<file path="config.mk">
export PLATFORM = sky130hd
export DESIGN_NAME = fbc_queue
export DESIGN_NICKNAME = d
export VERILOG_FILES = /design/src/hdl/fbc_pkg.sv /design/src/hdl/fbc_queue.sv
export SDC_FILE = /design/constraint.sdc
export NUM_CORES = 1
export LEC_CHECK = 0
export BUFFER_PORTS_ARGS = -buffer_cell sky130_fd_sc_hd__buf_2
export CORE_ASPECT_RATIO = 0.8
export CORE_UTILIZATION = 55
export CTS_CLUSTER_SIZE = 12
export DETAILED_ROUTE_END_ITERATION = 6
export GPL_ROUTABILITY_DRIVEN = 0
export PLACE_DENSITY_LB_ADDON = 0.08
export SKIP_LAST_GASP = 1
export SYNTH_ARGS = -nofsm -noshare
export SYNTH_HDL_FRONTEND = slang
export SYNTH_SLANG_ARGS = --single-unit
</file>
<file path="constraint.sdc">
create_clock -name i_clk -period 10.55 [get_ports i_clk]
set_input_delay 1.5825 -clock i_clk [delete_from_list [all_inputs] [get_ports i_clk]]
set_output_delay 1.5825 -clock i_clk [all_outputs]
set_load 0.03 [all_outputs]
</file>
<file path="src/hdl/fbc_pkg.sv">
`timescale 1ns / 1ps
`default_nettype none
package fbc_pkg;

    localparam int COEF_W   = 16;
    localparam int OFS_W    = 32;
    localparam int POS_W    = 24;
    localparam int EDGE_W   = 16;
    localparam int IDX_W    = 3;
    // corner coordinate carries one extra bit for pos +/- edge
    localparam int CRN_W    = POS_W + 1;
    localparam int PROD_W   = COEF_W + CRN_W;
    // offset Q24.8 aligned to the .22 point of the products
    localparam int OFS_SH   = 14;
    localparam int SUM_W    = 48;

    localparam int QUEUE_DEPTH = 2;

    localparam logic CMD_LOAD = 1'b0;
    localparam logic CMD_TEST = 1'b1;

    typedef struct packed {
        logic                     is_test;
        logic                     load_ok;
        logic [IDX_W-1:0]         idx;
        logic signed [COEF_W-1:0] coef_a;
        logic signed [COEF_W-1:0] coef_b;
        logic signed [COEF_W-1:0] coef_c;
        logic signed [OFS_W-1:0]  coef_d;
        logic signed [CRN_W-1:0]  lo_x;
        logic signed [CRN_W-1:0]  lo_y;
        logic signed [CRN_W-1:0]  lo_z;
        logic signed [CRN_W-1:0]  hi_x;
        logic signed [CRN_W-1:0]  hi_y;
        logic signed [CRN_W-1:0]  hi_z;
    } t_item;

endpackage
`default_nettype wire

</file>
<file path="src/hdl/fbc_queue.sv">
`timescale 1ns / 1ps
`default_nettype none
module fbc_queue
    import fbc_pkg::*;
(
    input  wire logic  i_clk,
    input  wire logic  i_rst_n,
    input  wire logic  i_push_valid,
    output logic       o_push_ready,
    input  wire t_item i_push_item,
    output logic       o_pop_valid,
    input  wire logic  i_pop_ready,
    output t_item      o_pop_item
);

    localparam int PW = (QUEUE_DEPTH > 1) ? $clog2(QUEUE_DEPTH) : 1;
    localparam int CW = $clog2(QUEUE_DEPTH + 1);

    t_item           r_mem [QUEUE_DEPTH];
    logic [PW-1:0]   r_wr_ptr;
    logic [PW-1:0]   r_rd_ptr;
    logic [CW-1:0]   r_count;
    logic            push;
    logic            pop;

    assign o_push_ready = (r_count != CW'(QUEUE_DEPTH));
    assign o_pop_valid  = (r_count != '0);
    assign o_pop_item   = r_mem[r_rd_ptr];
    assign push         = i_push_valid && o_push_ready;
    assign pop          = o_pop_valid && i_pop_ready;

    always_ff @(posedge i_clk) begin
        if (!i_rst_n) begin
            r_wr_ptr <= '0;
            r_rd_ptr <= '0;
            r_count  <= '0;
        end else begin
            if (push) begin
                r_wr_ptr <= (r_wr_ptr == PW'(QUEUE_DEPTH - 1)) ? '0 : r_wr_ptr + 1'b1;
            end
            if (pop) begin
                r_rd_ptr <= (r_rd_ptr == PW'(QUEUE_DEPTH - 1)) ? '0 : r_rd_ptr + 1'b1;
            end
            if (push && !pop) begin
                r_count <= r_count + 1'b1;
            end else if (pop && !push) begin
                r_count <= r_count - 1'b1;
            end
        end
        if (push) begin
            r_mem[r_wr_ptr] <= i_push_item;
        end
    end

endmodule
`default_nettype wire

</file>
## After elaboration in Yosys (flattened, before gate mapping)

Memories as Yosys holds them, arrays and structs flattened. A register that Yosys moved wholly into a read port is not among the register bits.
Cells that the tools add are included.

| storage, ports and cells | value |
|---|---|
| bits in registers | 4 |
| bits in latches | 0 |
| RAM bits | 470 |
| bits in read-only memories | 0 |
| input bits | 239 |
| output and inout port bits | 237 |
| word-level logic and storage cells | 25 |
| memories kept | 1 |

| operators by class | value |
|---|---|
| add/subtract/negate cells | 4 |
| multipliers | 0 |
| divide/modulo/power cells | 0 |
| order comparisons | 0 |
| eq/ne operators | 1 |
| shift-type cells | 0 |
| multiplexer cells | 8 |
| bitwise gates (word level) | 0 |
| reductions and logical operators | 8 |

Memories:

| name | depth | bits a word | rd ports | clocked after Yosys merged registers in | write ports | line | RTL |
|---|---|---|---|---|---|---|---|
| r_mem | 2 | 235 | 1 | 1 | 1 | fbc_queue.sv:19 | `t_item r_mem [QUEUE_DEPTH];` |

Operator list:

| kind | count |
|---|---|
| two-way mux 1 bit | 6 |
| logical AND 1 bit | 4 |
| two-way mux 2 bit | 2 |
| nonzero test 2 bit | 2 |
| adder 1 bit, second input constant | 2 |
| adder 2 x 1 -> 2 bit, second input constant | 1 |
| logical NOT 1 bit | 2 |
| inequality test 2 bit, second input constant | 1 |
| subtractor 2 x 1 -> 2 bit, second input constant | 1 |

## Longest topological paths before layout

| depth | value |
|---|---|
| depth in word-level cells | 6 |
| mapped depth | 6 |
| gate-level depth less buffers | 6 |

## Least setup slack after synthesis

No wires, ideal clock.

| path | value |
|---|---|
| path type | input to register |
| from | input i_push_valid |
| to | memory r_mem[1][0] in the netlist's numbering (enable) |
| setup time | 0.627 ns |
| data arrival time | 6.990 ns |
| data required time | 9.923 ns |
| setup slack | 2.933 ns |
| stages | 1 |
| buffers on the path | 0 |
| cell sequence | and3_1 |

| between the ends | value |
|---|---|
| word-level cells in the longest chain between the ends | 3 |

Ends and longest elaborated chain:

| item | line | RTL |
|---|---|---|
| from (decl) | fbc_queue.sv:8 | `input wire logic i_push_valid,` |
| logical AND 1 bit | fbc_queue.sv:29 | `assign push = i_push_valid && o_push_ready;` |
| two-way mux 1 bit | fbc_queue.sv:50 | `if (push) begin` |
| two-way mux 1 bit (implied by the code) | fbc_queue.sv:51 | `r_mem[r_wr_ptr] <= i_push_item;` |
| to (decl) | fbc_queue.sv:19 |  |

No other way between the ends.

==> out/results.ini <==
[grt]
grt_pass1_vias = 8914
globalRouteTotalUtil_pct = 21.5
grt-ovfl-total = 0
grt_first_pass_wirelength_mm = 52.0
grt_max_degree = 142
grt_antenna_before_repair = 14

[timing]
grt_setup_unrepaired = no
tightest_slew_ps = 1100
whs_ps = 535
period_share_pct = 41.2
slew_violations = 0
finalCriticalPeriod_ps = 4350
setup_violations = 0
hold_violations = 0
relSlewSlack_pct = 26.4
fin_skew_ps = 19.0
fin_tns_setup_ps = 0
timing.fmax_ghz = 0.230

[power_and_ir_drop]
sw_frac_of_total_pct = 32.0
p_seq_share_pct = 42.8
power_frac_clock_pct = 25.9
p_leak_nw = 8.41
power.switching_mw = 1.82
pwr-share-comb_pct = 31.4
power.internal_mw = 3.87
ir_drop_mv = 0.213
powerDensity_nw_per_um2 = 260

[clock_tree]
clock_path_buffers = 3
h-tree-depth = 2
clk_latency_ps = 550
cts_hold_buf = 0
cts-buffers-inserted = 46
cts.repair.resized = 0
cts_tree = yes
post_cts_buffers = 0
root_buffer = clkbuf_16
numClockSinks = 475
clk_pin_slew_ps = 60

[route]
drt-vias-per-instance = 5.17
drt_iter0_markers = 498
via_count = 8816
drc_errors = 0
ant_nets = 0
firstDrtPassIters = 4
drt_wl_total_mm = 36.6
drt-wirelength-per-cell_um = 21.5

[critical_path]
cpMaxStageDelayCell = buf_4
critPathKind = reg -> out
critPathRequiredTime_ps = 8970
path_cells = buf_4, mux2_2, buf_2
end_kind = output pin
path_delay_family = buffers and inverters
critPathArrivalTime_ps = 2770
r2r_slack_ps = 7290
cp_max_fo = 63
worst-path-buf-inv = 2
setup.worst_path.start_class = flop
slowest_delay_ps = 870

[logic_synthesis]
synth_cell_type_count = 21
synthTopCellsByArea = edfxtp_1 (79%), mux2_4 (13%), mux2_2 (5.4%)
syn_inst = 755
synth_area_um2 = 17800
synthArstFlopShare_pct = 0
syn_nets = 995
ys_warn_count = 0
synth_edf_count = 470
yosysTopAreaCellShare_pct = 79.3
dominantRegCellSynth = edfxtp_1
syn-mean-instance-area_um2 = 23.6
ys_seq_elements = 475
synth_common_cells = edfxtp_1 (470), mux2_4 (150), mux2_2 (85)
synth-seq-area-share_pct = 79.8
yosysTopAreaCell = edfxtp_1
yosysMostFrequentCell = edfxtp_1

[floorplanning]
dieWidth_um = 203
die_h_um = 163
fp.coreArea_um2 = 31600
initial_core_util_pct = 56.3
dieArea_um2 = 33100
num_rows = 58
ios = 476

[finish]
multi_input_area_um2 = 3350
nets = 1499
drive_gt1_share_pct = 60.3
finalNonFillerCells = 1706
regArea_um2 = 14200
area_delta_synth_final_pct = 22.9
fin_util_pct = 69.1
n_fill_cell = 2170

[hold_path]
hold_class = reg -> reg

[run]
maxCapViolCount = 0

[placed_design]
hpwl_mm = 24.7
dp.cells = 1631
io_buffers = 475

[outcome]
status = finished clean

-- worst register-to-register path, delay by kind of cell (launching register included) --
| kind | cells | cell delay (ps) |
|---|---|---|
| buf+inv | 2 | 1490 |
| simple gates | 2 | 930 |
| flops | 1 | 420 |
-- registers in the layout, summed over array words and instances (netlist names), named ones only --
register and flops:
r_rd_ptr 1, r_wr_ptr 1, r_mem 470, r_count 2
-- power groups by stage --
stage / combinational, mW / sequential, mW / clock [mW]
floorplan: 1.37 / 2.49 / 0
detailed placement: 1.80 / 2.47 / 0
finish: 1.79 / 2.43 / 1.47
global placement: 1.80 / 2.46 / 0
global route: 1.87 / 2.45 / 1.58
CTS: 1.81 / 2.43 / 1.50
-- cells by family after synthesis --
logic type | Yosys count | share of synthesized area, %
muxes | 235 | 18.0
buffers and inverters | 27 | 1.38
and+or+nand+nor | 9 | 0.323
AOI/OAI and AO/OA | 5 | 0.197
DFF | 475 | 79.8
xor gates and xnor gates | 3 | 0.148
adders and majority gates | 1 | 0.0703
-- cell usage in the layout, fill, tap and decap left out, types with 2 or more instances in the layout --
master       n
buf_2      475
clkbuf_1    16
clkbuf_16   49
clkinv_1     3
edfxtp_1   470
buf_4        6
diode_2      6
mux2_2      85
mux2_4     150
xnor2_1      2
dfxtp_1      4
and2_1       4
-- per-layer routing --
layer  vias to the layer above  routed length, um  GRT usage, %  share of wire (%)
met1                      4349              13700          24.8                 37
li1                       4029                  -             -                  -
met3                        77               3350          8.28                9.2
met2                       343              18500          36.2                 50
met4                        18                974          8.51                2.7
met5                         -                109             0               0.30
-- final cells by class --
cell class              instances  share of cell area (%)
flip-flops and latches        475                    65.0
multi-input cells             253                    15.3
repair buffers                482                    11.2
clock buffers                  66                    5.94
well taps                     420                    2.40
diodes                          6                  0.0687
clock inverters                 3                  0.0515
inverters                       1                  0.0515
-- stage by stage --
stage / total power [mW] / setup WS (ps) / area (um^2)
6_report: 5.69 / 6200 / 21900
5_1_grt: 5.90 / 6050 / 21900
4_1_cts: 5.74 / 6120 / 21900
3_5_place_dp: 4.27 / 6260 / 20500
3_3_place_gp: 4.26 / 6220 / 20500
2_1_floorplan: 3.87 / 2930 / 17800
-- path summary, 6_finish.rpt --
path / from / endpoint / cells past startpoint
setup / recovery: flop / o_pop_item[219] / 3
hold / removal: r_count[1] / r_count[1] / 2
setup reg to reg: r_count[0] / r_mem[1][194] / 4
hold reg to reg: r_count[1] / r_count[1] / 2
No activity file was read; power rests on OpenSTA's default activity.
