<file path="config.mk">
export PLATFORM = sky130hd
export DESIGN_NAME = fbc_front
export DESIGN_NICKNAME = d
export VERILOG_FILES = /design/src/hdl/fbc_pkg.sv /design/src/hdl/fbc_front.sv
export SDC_FILE = /design/constraint.sdc
export NUM_CORES = 1
export LEC_CHECK = 0
export BUFFER_PORTS_ARGS = -buffer_cell sky130_fd_sc_hd__buf_2
export CAP_MARGIN = 20
export CORE_UTILIZATION = 53
export DETAILED_ROUTE_END_ITERATION = 16
export PLACE_DENSITY = 0.82
export SLEW_MARGIN = 0
export SYNTH_ARGS = -nofsm -noshare
export SYNTH_HDL_FRONTEND = slang
export SYNTH_SLANG_ARGS = --single-unit
</file>
<file path="constraint.sdc">
create_clock -name i_clk -period 7.6 [get_ports i_clk]
set_input_delay 0.76 -clock i_clk [delete_from_list [all_inputs] [get_ports i_clk]]
set_output_delay 0.76 -clock i_clk [all_outputs]
set_load 0.01 [all_outputs]
</file>
<file path="src/hdl/fbc_pkg.sv">
`timescale 1ns / 1ps
`default_nettype none
package fbc_pkg;

    localparam int COEF_W   = 16;
    localparam int OFS_W    = 32;
    localparam int POS_W    = 24;
    localparam int EDGE_W   = 16;
    localparam int IDX_W    = 3;
    // corner coordinate carries one extra bit for pos +/- edge
    localparam int CRN_W    = POS_W + 1;
    localparam int PROD_W   = COEF_W + CRN_W;
    // offset Q24.8 aligned to the .22 point of the products
    localparam int OFS_SH   = 14;
    localparam int SUM_W    = 48;

    localparam int QUEUE_DEPTH = 2;

    localparam logic CMD_LOAD = 1'b0;
    localparam logic CMD_TEST = 1'b1;

    typedef struct packed {
        logic                     is_test;
        logic                     load_ok;
        logic [IDX_W-1:0]         idx;
        logic signed [COEF_W-1:0] coef_a;
        logic signed [COEF_W-1:0] coef_b;
        logic signed [COEF_W-1:0] coef_c;
        logic signed [OFS_W-1:0]  coef_d;
        logic signed [CRN_W-1:0]  lo_x;
        logic signed [CRN_W-1:0]  lo_y;
        logic signed [CRN_W-1:0]  lo_z;
        logic signed [CRN_W-1:0]  hi_x;
        logic signed [CRN_W-1:0]  hi_y;
        logic signed [CRN_W-1:0]  hi_z;
    } t_item;

endpackage
`default_nettype wire

</file>
<file path="src/hdl/fbc_front.sv">
`timescale 1ns / 1ps
`default_nettype none
module fbc_front
    import fbc_pkg::*;
#(
    parameter int PLANE_COUNT = 6
) (
    input  wire logic                     i_clk,
    input  wire logic                     i_rst_n,
    input  wire logic                     i_in_valid,
    output logic                          o_in_ready,
    input  wire logic                     i_cmd,
    input  wire logic [IDX_W-1:0]         i_plane_index,
    input  wire logic signed [COEF_W-1:0] i_coef_a,
    input  wire logic signed [COEF_W-1:0] i_coef_b,
    input  wire logic signed [COEF_W-1:0] i_coef_c,
    input  wire logic signed [OFS_W-1:0]  i_coef_d,
    input  wire logic signed [POS_W-1:0]  i_pos_x,
    input  wire logic signed [POS_W-1:0]  i_pos_y,
    input  wire logic signed [POS_W-1:0]  i_pos_z,
    input  wire logic [EDGE_W-1:0]        i_edge_req,
    input  wire logic                     i_centred,
    output logic                          o_q_valid,
    output t_item                         o_q_item,
    input  wire logic                     i_q_ready
);

    logic                    r_valid;
    t_item                   r_item;
    t_item                   n_item;
    logic signed [CRN_W-1:0] edge_s;
    logic signed [CRN_W-1:0] px;
    logic signed [CRN_W-1:0] py;
    logic signed [CRN_W-1:0] pz;

    assign edge_s = $signed({{(CRN_W-EDGE_W){1'b0}}, i_edge_req});
    assign px     = CRN_W'(i_pos_x);
    assign py     = CRN_W'(i_pos_y);
    assign pz     = CRN_W'(i_pos_z);

    always_comb begin
        n_item         = '0;
        n_item.is_test = (i_cmd == CMD_TEST);
        n_item.load_ok = (32'(i_plane_index) < PLANE_COUNT);
        n_item.idx     = i_plane_index;
        n_item.coef_a  = i_coef_a;
        n_item.coef_b  = i_coef_b;
        n_item.coef_c  = i_coef_c;
        n_item.coef_d  = i_coef_d;
        // centre mode spans pos - half .. pos + half
        n_item.lo_x    = i_centred ? (px - edge_s) : px;
        n_item.lo_y    = i_centred ? (py - edge_s) : py;
        n_item.lo_z    = i_centred ? (pz - edge_s) : pz;
        n_item.hi_x    = px + edge_s;
        n_item.hi_y    = py + edge_s;
        n_item.hi_z    = pz + edge_s;
    end

    assign o_in_ready = !r_valid || i_q_ready;
    assign o_q_valid  = r_valid;
    assign o_q_item   = r_item;

    always_ff @(posedge i_clk) begin
        if (!i_rst_n) begin
            r_valid <= 1'b0;
        end else if (o_in_ready) begin
            r_valid <= i_in_valid;
        end
        if (i_in_valid && o_in_ready) begin
            r_item <= n_item;
        end
    end

endmodule
`default_nettype wire

</file>
* Word level (Yosys, flattened, before mapping)
Index checks and enable logic that the tools add are counted.
** Word-level totals
- Register bits after elaboration :: 236
- Latch bits :: 0
- Bits in writable memories :: 0
- Bits in read-only memories :: 0
- Input bits :: 177
- Output and inout bits :: 237
- Logic and storage cells :: 27
- Memories kept :: 0
** Cells by class
- Add/sub/neg operators :: 6
- Multiply operators :: 0
- Div/mod/pow operators :: 0
- Order comparisons :: 1
- Equality and inequality tests :: 0
- Shift-type cells :: 0
- Multiplexer cells :: 3
- Bitwise logic cells :: 0
- Reduce and logical (&&, ||, !) cells :: 3
** Operators with widths (number)
- adder 24 x 17 -> 25 bit :: 3
- two-way mux 25 bit :: 3
- subtractor 24 x 17 -> 25 bit :: 3
- less-than comparator 3 bit, second input constant :: 1
- logical AND 1 bit :: 1
- zero test 1 bit :: 1
- logical OR 1 bit :: 1

* Depth between registers and ports, before layout
- Word-level depth :: 3
- Depth in mapped cells :: 10
- Mapped depth without buffers :: 10

* Worst setup path before layout
OpenSTA, ideal clock, no wires.
- Path type :: input port to flip-flop
- Start point :: input port i_q_ready
- End point :: register r_item, in the netlist o_q_item[0] (enable)
- Library setup time :: 626 ps
- Arrival :: 6322 ps
- Data required time :: 6974 ps
- Path slack :: 652 ps
- Stages :: 2
- Buffers on the path :: 0
- Cell sequence :: nand2b_1 -> and2_1
** Between the ends
- Longest elaborated chain between the ends :: 2
** RTL lines
- start: declaration :: line fbc_front.sv:25 : input wire logic i_q_ready
- logical OR 1 bit :: line fbc_front.sv:59 : assign o_in_ready = !r_valid || i_q_ready;
- logical AND 1 bit :: line fbc_front.sv:69 : if (i_in_valid && o_in_ready) begin
- end signal: assignment :: line fbc_front.sv:70 : r_item <= n_item;
- end: declaration :: line fbc_front.sv:29 : t_item r_item;
No other way between the ends.
A chain may end at the register's enable or synchronous reset.

==> impl_metrics.yaml <==
power_and_ir_drop:
  clockPowerShare_pct: 35.5
  power.internal_mw: 2.71
  pwr-share-comb_pct: 21.5
  leakage_nw: 7.07
  p_per_area_nw_per_um2: 223
  peakVddDrop_uv: 218
  seqPwrFrac_pct: 43.1
  switching_power_mw: 1.03
  p_sw_share_pct: 27.6
clock_network:
  cts_buffers: 26
  postCtsSetupBuffers: 0
  path_clk_slew_ns: 0.06
  cts-root-buf: "clkbuf_16"
  cts_tree: "built"
  clockBufferDepth: 3
  clkLatencyLatePin_ns: 0.54
  cts_max_level: 1
  cts-resized-gates: 0
  ctsHoldBuffers: 0
  cts.sinks: 236
worst_setup_path:
  r2r_slack_ns: 4.90
  cp_num_cells: 10
  worst_path_max_delay_cell: "a2111oi_1"
  cp-end-kind: "flop"
  cp-endpoint: "o_q_item[123]$_DFFE_PP_"
  crit_required_ns: 7.85
  path_cells: "buf_2 > inv_1 > ha_1 > nor2b_1 > o21ai_1 > a2111oi_1 > nor4_1 > nor2_1 > or4_1 > nand3_1"
  crit_start: "i_edge_req[1]"
  worstPathArrival_ns: 3.44
  cp-start-kind: "primary input"
  worst-setup-path-type: "in -> reg"
  cp_top_family: "simple AND/OR/NAND/NOR gates"
  worst_path_largest_cell_delay_ns: 0.80
  r2r_cells: 3
  worstReg2RegEnd: "o_q_item[122]$_DFFE_PP_"
  path_max_fanout: 10
  path_buf_inv: 2
  r2r-start: "o_q_valid$_SDFFE_PN0N_"
floorplan:
  num_io_pins: 414
  row_count: 58
  die_w_um: 162
  die_area_sq_um: 26300
  design.core.area_sq_um: 25200
  start_util_pct: 54.0
  die_y_um: 162
synthesis:
  synth_edf_count: 235
  synth_compound_area_share_pct: 13.2
  avgSynthCellArea_sq_um: 11.6
  muxShareOfSynthArea_pct: 2.18
  ys_ff_latch: 236
  yosysWarnings: 0
  synth-xor-area-share_pct: 7.14
  synth_flop_cell: "edfxtp_1"
  synth_area_leaders: "edfxtp_1 (52%), ha_1 (8.8%), xnor2_1 (5.7%), a21oi_1 (3.0%), nor2_1 (2.4%)"
  yosys.area_share.simple_pct: 12.1
  synth_top_cell_by_area: "edfxtp_1"
  synth_fa_ha_area_share_pct: 9.71
  yosysUniqueCellTypes: 80
  netlist_area_sq_um: 13600
  synth_top_family_by_area: "compound AO/OA/AOI/OAI gates"
  synthCells: 1177
  yosysTopAreaCellShare_pct: 51.9
  synth-seq-area-share_pct: 52.0
  async_flop_share_pct: 0
  syn_nets: 1456
  yosys-top-cells-count: "edfxtp_1 (235), ha_1 (96), xnor2_1 (89)"
  synth_most_common_cell: "edfxtp_1"
final_layout:
  fin_area_sq_um: 16800
  ff_latch_area_sq_um: 7080
  fill_cells: 1921
  final_util_pct: 66.8
  multi_input_comb_area_sq_um: 6040
  drive_gt1_share_pct: 31.6
  final_nets: 1848
  area_growth_pct: 23.6
grt:
  grt-ovfl-total: 0
  grt_pass1_wl_um: 61100
  antenna_found_initial: 10
  grt_max_degree: 82
  grt_pass1_vias: 10700
  track_usage_pct: 30.6
flow_run:
  drv_cap: 0
sta:
  skew_ns: 0.0281
  post-route-min-period_ns: 3.19
  final-setup-viol-count: 0
  hold_viol: 0
  timing.final.ws_setup_ns: 4.41
  fmax_mhz: 313
  rsz0062_at_grt: "no"
  slew_viol_final: 0
  tns_ns: 0
  finalCritPeriodShare_pct: 42.0
  worst_pin_slew_ns: 1.05
  slew_headroom_pct: 29.9
  finalHoldWorstSlack_ns: 0.394
run_status:
  status: "complete, no violations"
placed_design:
  io_buffers: 413
  place_area_sq_um: 15900
  routabilityCongestion: 0.932
  dp_hpwl_um: 31800
  dp_slack_ns: 3.93
detailed_routing:
  wl_per_cell_um: 21.5
  drt-total-wl_um: 41400
  postRouteAntennaNets: 0
  route.detailed.drc: 0
  vias: 11000
  dr.pass1.iters: 7
  drt-vias-per-instance: 5.69
  initialDrtViolationCount: 1022
hold_path:
  holdCritPathClass: "in -> reg"
==> worst register-to-register path, stage by stage, from the launching register on <==
cell	delay [ns]
dfxtp_1	0.31
nand2b_1	0.11
and2_4	0.84
buf_4	0.96
==> stage by stage <==
stage / total power, mW / cells
6_report: 3.74 / 1929
5_1_grt: 3.88 / 1924
4_1_cts: 3.75 / 1919
3_5_place_dp: 2.43 / 1871
3_3_place_gp: 2.41 / 1871
2_1_floorplan: 2.14 / 1177
==> cell families (layout without fill, tap and decap cells) <==
family	count (synthesis)	count (layout)
and+or+nand+nor	316	316
DFF	236	236
AOI/OAI and AO/OA	262	262
muxes	27	27
buffers and inverters	123	535
adders and majority gates	102	102
other	0	10
xor gates and xnor gates	111	111
==> worst min path at each step <==
stage | start | to | slack [ns] | depth (start not counted)
finish | i_coef_c[5] | o_q_item[187]$_DFFE_PP_ | 0.39 | 1
global route | i_coef_d[26] | o_q_item[176]$_DFFE_PP_ | 0.38 | 1
CTS | i_coef_d[26] | o_q_item[176]$_DFFE_PP_ | 0.39 | 1
detailed placement | o_q_valid$_SDFFE_PN0N_ | o_q_valid$_SDFFE_PN0N_ | 0.57 | 2
global placement | o_q_valid$_SDFFE_PN0N_ | o_q_valid$_SDFFE_PN0N_ | 0.54 | 2
floorplan | o_q_valid$_SDFFE_PN0N_ | o_q_valid$_SDFFE_PN0N_ | 0.61 | 2
==> power by group through the flow <==
stage	clock, mW	sequential, mW	combinational [mW]
2_1_floorplan	0	1.71	0.429
3_3_place_gp	0	1.63	0.776
3_5_place_dp	0	1.64	0.790
4_1_cts	1.34	1.61	0.797
5_1_grt	1.39	1.62	0.867
6_report	1.33	1.61	0.804
==> flip-flops by register name (all words and copies together), names as in the netlist <==
name / flops
o_q_item: 235
o_q_valid: 1
==> cell usage in the layout (no fill, tap or decap), types with 25 or more instances in the layout <==
| cell | instances |
|---|---|
| xnor2_1 | 89 |
| nand2b_1 | 26 |
| nand3_1 | 25 |
| nand2_1 | 52 |
| buf_2 | 413 |
| a21oi_1 | 81 |
| ha_1 | 96 |
| edfxtp_1 | 235 |
| clkbuf_16 | 27 |
| o21ai_0 | 27 |
| nor3_1 | 28 |
| inv_1 | 68 |
| nor2_1 | 86 |
==> per-layer routing <==
metal	up-vias	part of all wire, %	GRT usage [%]
li1	5142	-	-
met1	5195	37	35.8
met2	512	49	52.4
met3	113	9.5	8.30
met4	6	4.4	14.2
met5	-	0.072	0
==> cell type report <==
class                           count  area share (%)
Clock inverter                     18            1.28
Inverter                           71            1.58
Multi-Input combinational cell    818            35.9
Antenna cell                       10           0.149
Clock buffer                       30            4.08
Sequential cell                   236            42.1
Timing Repair Buffer              416            12.4
Tap cell                          330            2.46
Power figures use the tool's default switching activity.
