--- config.mk ---
export PLATFORM = sky130hd
export DESIGN_NAME = fbc_back
export DESIGN_NICKNAME = d
export VERILOG_FILES = /design/src/hdl/fbc_pkg.sv /design/src/hdl/fbc_back.sv
export SDC_FILE = /design/constraint.sdc
export NUM_CORES = 2
export LEC_CHECK = 0
export BUFFER_PORTS_ARGS = -buffer_cell sky130_fd_sc_hd__buf_4
export CAP_MARGIN = 30
export CORE_MARGIN = 4
export CORE_UTILIZATION = 45
export DETAILED_ROUTE_END_ITERATION = 10
export GPL_TIMING_DRIVEN = 0
export PLACE_DENSITY = 0.72
export SLEW_MARGIN = 20
export SYNTH_ARGS = -nofsm -noshare
export SYNTH_HDL_FRONTEND = slang
export SYNTH_SLANG_ARGS = --single-unit
--- constraint.sdc ---
create_clock -name i_clk -period 9.05 [get_ports i_clk]
set_input_delay 1.3575 -clock i_clk [delete_from_list [all_inputs] [get_ports i_clk]]
set_output_delay 1.3575 -clock i_clk [all_outputs]
set_load 0.01 [all_outputs]
--- src/hdl/fbc_pkg.sv ---
`timescale 1ns / 1ps
`default_nettype none
package fbc_pkg;

    localparam int COEF_W   = 16;
    localparam int OFS_W    = 32;
    localparam int POS_W    = 24;
    localparam int EDGE_W   = 16;
    localparam int IDX_W    = 3;
    // corner coordinate carries one extra bit for pos +/- edge
    localparam int CRN_W    = POS_W + 1;
    localparam int PROD_W   = COEF_W + CRN_W;
    // offset Q24.8 aligned to the .22 point of the products
    localparam int OFS_SH   = 14;
    localparam int SUM_W    = 48;

    localparam int QUEUE_DEPTH = 2;

    localparam logic CMD_LOAD = 1'b0;
    localparam logic CMD_TEST = 1'b1;

    typedef struct packed {
        logic                     is_test;
        logic                     load_ok;
        logic [IDX_W-1:0]         idx;
        logic signed [COEF_W-1:0] coef_a;
        logic signed [COEF_W-1:0] coef_b;
        logic signed [COEF_W-1:0] coef_c;
        logic signed [OFS_W-1:0]  coef_d;
        logic signed [CRN_W-1:0]  lo_x;
        logic signed [CRN_W-1:0]  lo_y;
        logic signed [CRN_W-1:0]  lo_z;
        logic signed [CRN_W-1:0]  hi_x;
        logic signed [CRN_W-1:0]  hi_y;
        logic signed [CRN_W-1:0]  hi_z;
    } t_item;

endpackage
`default_nettype wire

--- src/hdl/fbc_back.sv ---
`timescale 1ns / 1ps
`default_nettype none
module fbc_back
    import fbc_pkg::*;
#(
    parameter int PLANE_COUNT = 6
) (
    input  wire logic  i_clk,
    input  wire logic  i_rst_n,
    input  wire logic  i_q_valid,
    output logic       o_q_ready,
    input  wire t_item i_q_item,
    output logic       o_out_valid,
    input  wire logic  i_out_ready,
    output logic       o_visible
);

    localparam int IW = (PLANE_COUNT > 1) ? $clog2(PLANE_COUNT) : 1;

    typedef enum logic [1:0] {
        S_IDLE,
        S_EVAL,
        S_WAIT,
        S_DONE
    } t_state;

    t_state                   r_state;
    logic signed [COEF_W-1:0] r_na [PLANE_COUNT];
    logic signed [COEF_W-1:0] r_nb [PLANE_COUNT];
    logic signed [COEF_W-1:0] r_nc [PLANE_COUNT];
    logic signed [OFS_W-1:0]  r_nd [PLANE_COUNT];
    t_item                    r_cube;
    logic [IW-1:0]            r_plane;
    logic                     r_s1_valid;
    logic signed [PROD_W-1:0] r_pa;
    logic signed [PROD_W-1:0] r_pb;
    logic signed [PROD_W-1:0] r_pc;
    logic signed [OFS_W-1:0]  r_pd;
    logic                     r_culled;
    logic                     r_out_valid;
    logic                     r_visible;

    logic signed [COEF_W-1:0] ca;
    logic signed [COEF_W-1:0] cb;
    logic signed [COEF_W-1:0] cc;
    logic signed [CRN_W-1:0]  sx;
    logic signed [CRN_W-1:0]  sy;
    logic signed [CRN_W-1:0]  sz;
    logic signed [PROD_W-1:0] pa;
    logic signed [PROD_W-1:0] pb;
    logic signed [PROD_W-1:0] pc;
    logic signed [SUM_W-1:0]  sum;
    logic                     n_culled;
    logic                     n_out_valid;
    logic                     out_free;
    logic                     last_plane;

    assign ca = r_na[r_plane];
    assign cb = r_nb[r_plane];
    assign cc = r_nc[r_plane];

    // the corner farthest along the normal gives the largest s
    assign sx = ca[COEF_W-1] ? r_cube.lo_x : r_cube.hi_x;
    assign sy = cb[COEF_W-1] ? r_cube.lo_y : r_cube.hi_y;
    assign sz = cc[COEF_W-1] ? r_cube.lo_z : r_cube.hi_z;
    assign pa = ca * sx;
    assign pb = cb * sy;
    assign pc = cc * sz;

    assign sum = SUM_W'(r_pa) + SUM_W'(r_pb) + SUM_W'(r_pc)
               + SUM_W'($signed({r_pd, {OFS_SH{1'b0}}}));
    // cleared while idle so each test starts fresh
    assign n_culled    = (r_state == S_IDLE) ? 1'b0
                       : (r_culled || (r_s1_valid && (sum <= 0)));
    assign out_free    = !r_out_valid || i_out_ready;
    assign n_out_valid = ((r_state == S_DONE) && out_free) || (r_out_valid && !i_out_ready);
    assign last_plane  = (r_plane == IW'(PLANE_COUNT - 1));

    assign o_q_ready   = (r_state == S_IDLE);
    assign o_out_valid = r_out_valid;
    assign o_visible   = r_visible;

    always_ff @(posedge i_clk) begin
        if (!i_rst_n) begin
            r_state     <= S_IDLE;
            r_plane     <= '0;
            r_s1_valid  <= 1'b0;
            r_culled    <= 1'b0;
            r_out_valid <= 1'b0;
            for (int i = 0; i < PLANE_COUNT; i++) begin
                r_na[i] <= '0;
                r_nb[i] <= '0;
                r_nc[i] <= '0;
                r_nd[i] <= '0;
            end
        end else begin
            r_out_valid <= n_out_valid;
            r_s1_valid  <= (r_state == S_EVAL);
            r_culled    <= n_culled;
            case (r_state)
                S_IDLE: begin
                    if (i_q_valid) begin
                        if (i_q_item.is_test) begin
                            r_cube   <= i_q_item;
                            r_plane  <= '0;
                            r_state  <= S_EVAL;
                        end else if (i_q_item.load_ok) begin
                            for (int i = 0; i < PLANE_COUNT; i++) begin
                                if (32'(i_q_item.idx) == i) begin
                                    r_na[i] <= i_q_item.coef_a;
                                    r_nb[i] <= i_q_item.coef_b;
                                    r_nc[i] <= i_q_item.coef_c;
                                    r_nd[i] <= i_q_item.coef_d;
                                end
                            end
                        end
                    end
                end
                S_EVAL: begin
                    r_pa       <= pa;
                    r_pb       <= pb;
                    r_pc       <= pc;
                    r_pd       <= r_nd[r_plane];
                    if (last_plane) begin
                        r_state <= S_WAIT;
                    end else begin
                        r_plane <= r_plane + 1'b1;
                    end
                end
                S_WAIT: begin
                    // last plane's sum folds into r_culled this cycle
                    r_state <= S_DONE;
                end
                S_DONE: begin
                    if (out_free) begin
                        r_visible   <= !r_culled;
                        r_state     <= S_IDLE;
                    end
                end
                default: begin
                    r_state <= S_IDLE;
                end
            endcase
        end
    end

endmodule
`default_nettype wire
Word-level counts from Yosys, hierarchy flattened
Memories as Yosys holds them, arrays and structs flattened. A register that Yosys moved wholly into a read port is not among the register bits.
Index checks and enable logic that the tools add are counted.
- register bits after elaboration: 282
- bits in latches: 0
- bits in writable memories: 480
- memory bits (read-only): 0
- output and inout bits: 3
- logic and storage cells: 169
- memories kept: 4
- $add $sub $neg: 4
- multipliers: 3
- div/mod/pow operators: 0
- order comparisons: 1
- eq/ne operators: 14
- shifts and indexed selects: 0
- multiplexer cells: 85
- bitwise operators: 25
- reductions and logical operators: 18
- memories (memory ; words ; bits a word ; rd ports ; clocked after Yosys merged registers in ; wr ports ; RTL line ; source):
    r_nd ; 6 ; 32 ; 1 ; 1 ; 6 ; fbc_back.sv:31 ; logic signed [OFS_W-1:0] r_nd [PLANE_COUNT];
    r_na ; 6 ; 16 ; 1 ; 1 ; 6 ; fbc_back.sv:28 ; logic signed [COEF_W-1:0] r_na [PLANE_COUNT];
    r_nb ; 6 ; 16 ; 1 ; 1 ; 6 ; fbc_back.sv:29 ; logic signed [COEF_W-1:0] r_nb [PLANE_COUNT];
    r_nc ; 6 ; 16 ; 1 ; 1 ; 6 ; fbc_back.sv:30 ; logic signed [COEF_W-1:0] r_nc [PLANE_COUNT];
- operators by type and width (kind ; number):
    16-bit two-way mux ; 18
    32-bit two-way mux ; 6
    16-bit by 25-bit multiplier with 41-bit output ; 3
    25-bit two-way mux ; 3
    43-bit by 46-bit adder with 47-bit output ; 1
    47-bit by 1-bit less-or-equal comparator with 1-bit output (second input constant) ; 1
    42-bit by 41-bit adder with 43-bit output ; 1
    1-bit two-way mux ; 43
    41-bit by 41-bit adder with 42-bit output ; 1
    3-bit two-way mux ; 9
    1-bit bitwise OR ; 24
    4-bit AND reduction ; 3
    3-bit equality test (second input constant) ; 3
    2-bit two-way mux ; 4
    2-bit != test (second input constant) ; 4
    2-bit case mux with 4 select lines ; 1
    3-bit by 2-bit equality test with 1-bit output (second input constant) ; 2
    3-bit case mux with 2 select lines ; 1
    2-bit equality test (second input constant) ; 2
    3-bit by 1-bit adder with 3-bit output (second input constant) ; 1
    3-bit by 1-bit equality test with 1-bit output (second input constant) ; 1
    1-bit logical AND ; 3
    1-bit logical NOT ; 3
    3-bit logical NOT ; 1
    other kinds (9) ; 11

Logic depth before layout (Yosys ltp)
- depth after elaboration: 9
- depth in mapped cells: 33
- gate-level depth less buffers: 29

Worst setup path before layout
Ideal clock, no wire load.
- path kind: input to register
- start point: in i_rst_n
- end point: reg r_cube[0] (netlist name) (enable)
- arrival time: 7.706 ns
- path slack: 0.683 ns
- stages: 2
- path buffers: 0
- cell sequence: inv_1 -> nor2_1
- cells in the longest elaborated chain, start to end: 1
- RTL lines (element ; RTL line ; source):
    from (decl) ; fbc_back.sv:9 ; input wire logic i_rst_n,
    4-bit AND reduction (no line) ; n/a ;
    to (signal assigned) ; fbc_back.sv:104 ; r_cube <= i_q_item;
    to (decl) ; fbc_back.sv:32 ; t_item r_cube;
No other way between the ends.
A chain may end at the register's enable or synchronous reset.

==> metrics.yaml <==
top_level_ports: 242
rsz0062_at_grt: "true"
synth_cell_type_count: 84
synth_nets: 8988
floorplan.die_area_mm2: 0.1805
worstPathRequired_ns: 9.54
yosys_warnings: 0
dominant_combinational_cell_family_by_area_after_synthesis: "adder cells"
synth_xor_xnor_area_share_pct: 1.759
vias_per_cell: 5.431
postSynthRegisterBits: 797
grt_antenna_before_repair: 40
endpoint_kind: "flip-flop"
critPathKind: "flip-flop to flip-flop"
synth.cell_area_mm2: 0.07819
grt_max_degree: 56
post-dp-hpwl_um: 184100
number_of_fillers_in_the_final_layout: 14840
dieHeight_um: 424.8
final_period_minus_worst_setup_slack_ns: 8.901
htree_num_levels: 3
buffers_inverters_on_critical_path: 8
tightestPinTransition_ns: 0.9046
clock_slew_seen_by_the_registers_of_the_worst_setup_and_hold_paths_ns: 0.07
hold_path_depth: 1
clkLatencyLatePin_ns: 0.75
cts_inserted_buffers: 90
first_global_vias: 56800
grt_util_all_layers_pct: 25.19
startpoint_type: "flip-flop"
cts_hold_repair.buffers: 0
timing.critical_path.arrival_ns: 9.39
synth-compound-area-share_pct: 4.766
layout_common_cells: "1347 x inv_1, 1238 x fa_1, 786 x edfxtp_1"
final_cell_count_no_fill: 9981
portBuffers: 241
post_route_cells_drive_above_1_share_pct: 11.75
min_path_type: "flip-flop to flip-flop"
postLayoutCoreUtil_pct: 51.50
row_count: 152
clk_root_buffer_cell: "clkbuf_16"
status: "finished clean"
max_cap_viol_count: 0
muxShareOfSynthArea_pct: 5.314
post-route-period-util_pct: 98.35
synth_cells: 7148
place.gp.congestion: 0.9670
chip_width_um: 424.8
hp-start: "r_culled"
detailedPlace.worstSlack_ns: -1.933
timing.critical_path.mode_cell: "fa_1"
r2r-end: "r_pa[39]"
tritoncts: "built"
layout.cell_area.non_filler_mm2: 0.08865
final-hold-violation-count: 0
min_delay_worst_endpoint: "o_visible"
numPlacedInstances: 9778
synth_ff_type: "edfxtp_1"
maximum_number_of_buffers_from_clock_root_to_sink: 3
post_synth_and_or_nand_nor_area_fraction_pct: 12.55
max_freq_mhz: 112.3
synth-edff-count: 786
ys_seq_area_share_pct: 30.47
postSynth.asyncResetShare_pct: 0
fin_ws_ns: 0.1489
post_synth.cell_area_avg_um2: 10.94
core_area_mm2: 0.1721
finalNetCount: 9410
relative_slew_margins_pct: 37.97
grt-ovfl-total: 0
cp_max_fo: 10
drt_wl_total_um: 225000
area_growth_syn_to_layout_pct: 13.37
biggest_cell_delay_along_the_critical_path_ns: 0.56
clock_skew_ns: 0.08933
avgRoutedWirePerCell_um: 22.55
clock_sink_count: 797
detail-route-antenna-nets: 0
worst-r2r-cell-count: 30
crit_slowest_cell: "fa_1"
timing.reg2reg.setup_slack_ns: 0.15
detailed_place.area_mm2: 0.08441
setup_viol_count_final: 0
first_pass_grt_wire_length_um: 342100
synth-adder-area-share_pct: 37.51
remaining_drc_errors: 0
detailroute.via_count: 54210
mostFrequentLayoutCell: "inv_1"
pins_over_slew_limit: 0
detailedRoute.firstPassIterationCount: 6
drt-initial-drc-count: 5276
path_delay_family: "adder cells"
start_util_pct: 45.43
==> kinds of logic (layout without fill, tap and decap cells) <==
logic type,after synthesis,in the layout
muxes,306,306
xor gates and xnor gates,157,157
AOI/OAI and AO/OA,584,584
DFF,797,797
buffers and inverters,1576,2068
other,0,31
adders and majority gates,1601,1601
and+or+nand+nor,2127,2127
==> state kept, by name (all words and copies together) (netlist names), named ones only <==
| signal | count |
|---|---|
| r_plane | 3 |
| r_pd | 32 |
| o_out_valid | 1 |
| r_s1_valid | 1 |
| r_cube | 150 |
| r_pc | 41 |
| r_nb | 96 |
| r_nd | 192 |
| r_pb | 41 |
| r_pa | 41 |
| r_nc | 96 |
| r_state | 2 |
| r_na | 96 |
| o_visible | 1 |
| r_culled | 1 |
==> per-layer routing <==
metal / routed length (um) / track usage, %
met1: 86010 / 32.86
met5: 118 / 0
met3: 20700 / 5.128
met4: 12420 / 12.02
met2: 105800 / 40.50
==> how the worst max path moves through the flow <==
stage	end	cells after the start
after floorplan	r_cube[0]	2
after global placement	r_nc[1][9]	4
after detailed placement	r_pb[40]	29
after CTS	r_pc[39]	31
after global routing	r_pa[40]	29
final	r_pa[39]	30
==> metrics by stage <==
step           setup TNS [ns]  hold WS [ns]
2_1_floorplan               0        0.4244
3_3_place_gp         -1981.78        0.4354
3_5_place_dp           -47.76        0.4361
4_1_cts                     0        0.4525
5_1_grt               -0.4220        0.4624
6_report                    0        0.4500
==> cells in the mapped netlist (all sizes together), types with 24 or more instances <==
library cell | number | area [um^2]
mux2i | 153 | 1531
nand3 | 31 | 155.2
nor2b | 33 | 206.5
nor3 | 24 | 120.1
clkbuf | 178 | 668.1
and3 | 25 | 162.7
xor2 | 51 | 446.7
mux4 | 80 | 1802
mux2 | 73 | 822.0
fa | 1238 | 24780
edfxtp | 786 | 23600
and2 | 516 | 3228
a21o | 103 | 773.2
a21oi | 223 | 1116
buf | 51 | 245.2
nor2 | 656 | 2462
o21a | 26 | 195.2
ha | 363 | 4542
nand2b | 47 | 294.0
xnor2 | 106 | 928.4
nand2 | 726 | 2728
inv | 1347 | 5056
o21ai | 93 | 465.5
==> worst register-to-register path, delay by kind of cell, from the launching register on <==
kind,cells,cell delay (ns)
multiplexers,1,0.55
adder cells (fa/ha/maj),7,3.39
XOR/XNOR,1,0.24
AO/OA/AOI/OAI,9,2.44
flip-flops,1,0.32
buffers and inverters,8,1.25
AND/OR/NAND/NOR,4,0.48
==> area by class of cell <==
type	instances	area, um^2	share of cell area (%)
antenna	31	77.57	0.08751
timing repair buffer	338	3279	3.699
clock buffer	102	2297	2.591
inverter	1347	5056	5.704
sequential	797	23820	26.87
multi-input combinational	4775	49400	55.73
tap	2310	2890	3.260
clock inverter	60	639.4	0.7213
buffer	221	1179	1.330
==> timing repair <==
item                       in CTS  in global routing
setup buffers                   7                  9
pin swaps                       2                  7
setup endpoints to repair      65                 20
resized for setup             193                118
Power is not shown: default switching activity piles up to over one toggle a cycle in this logic, so the estimate is an artifact.
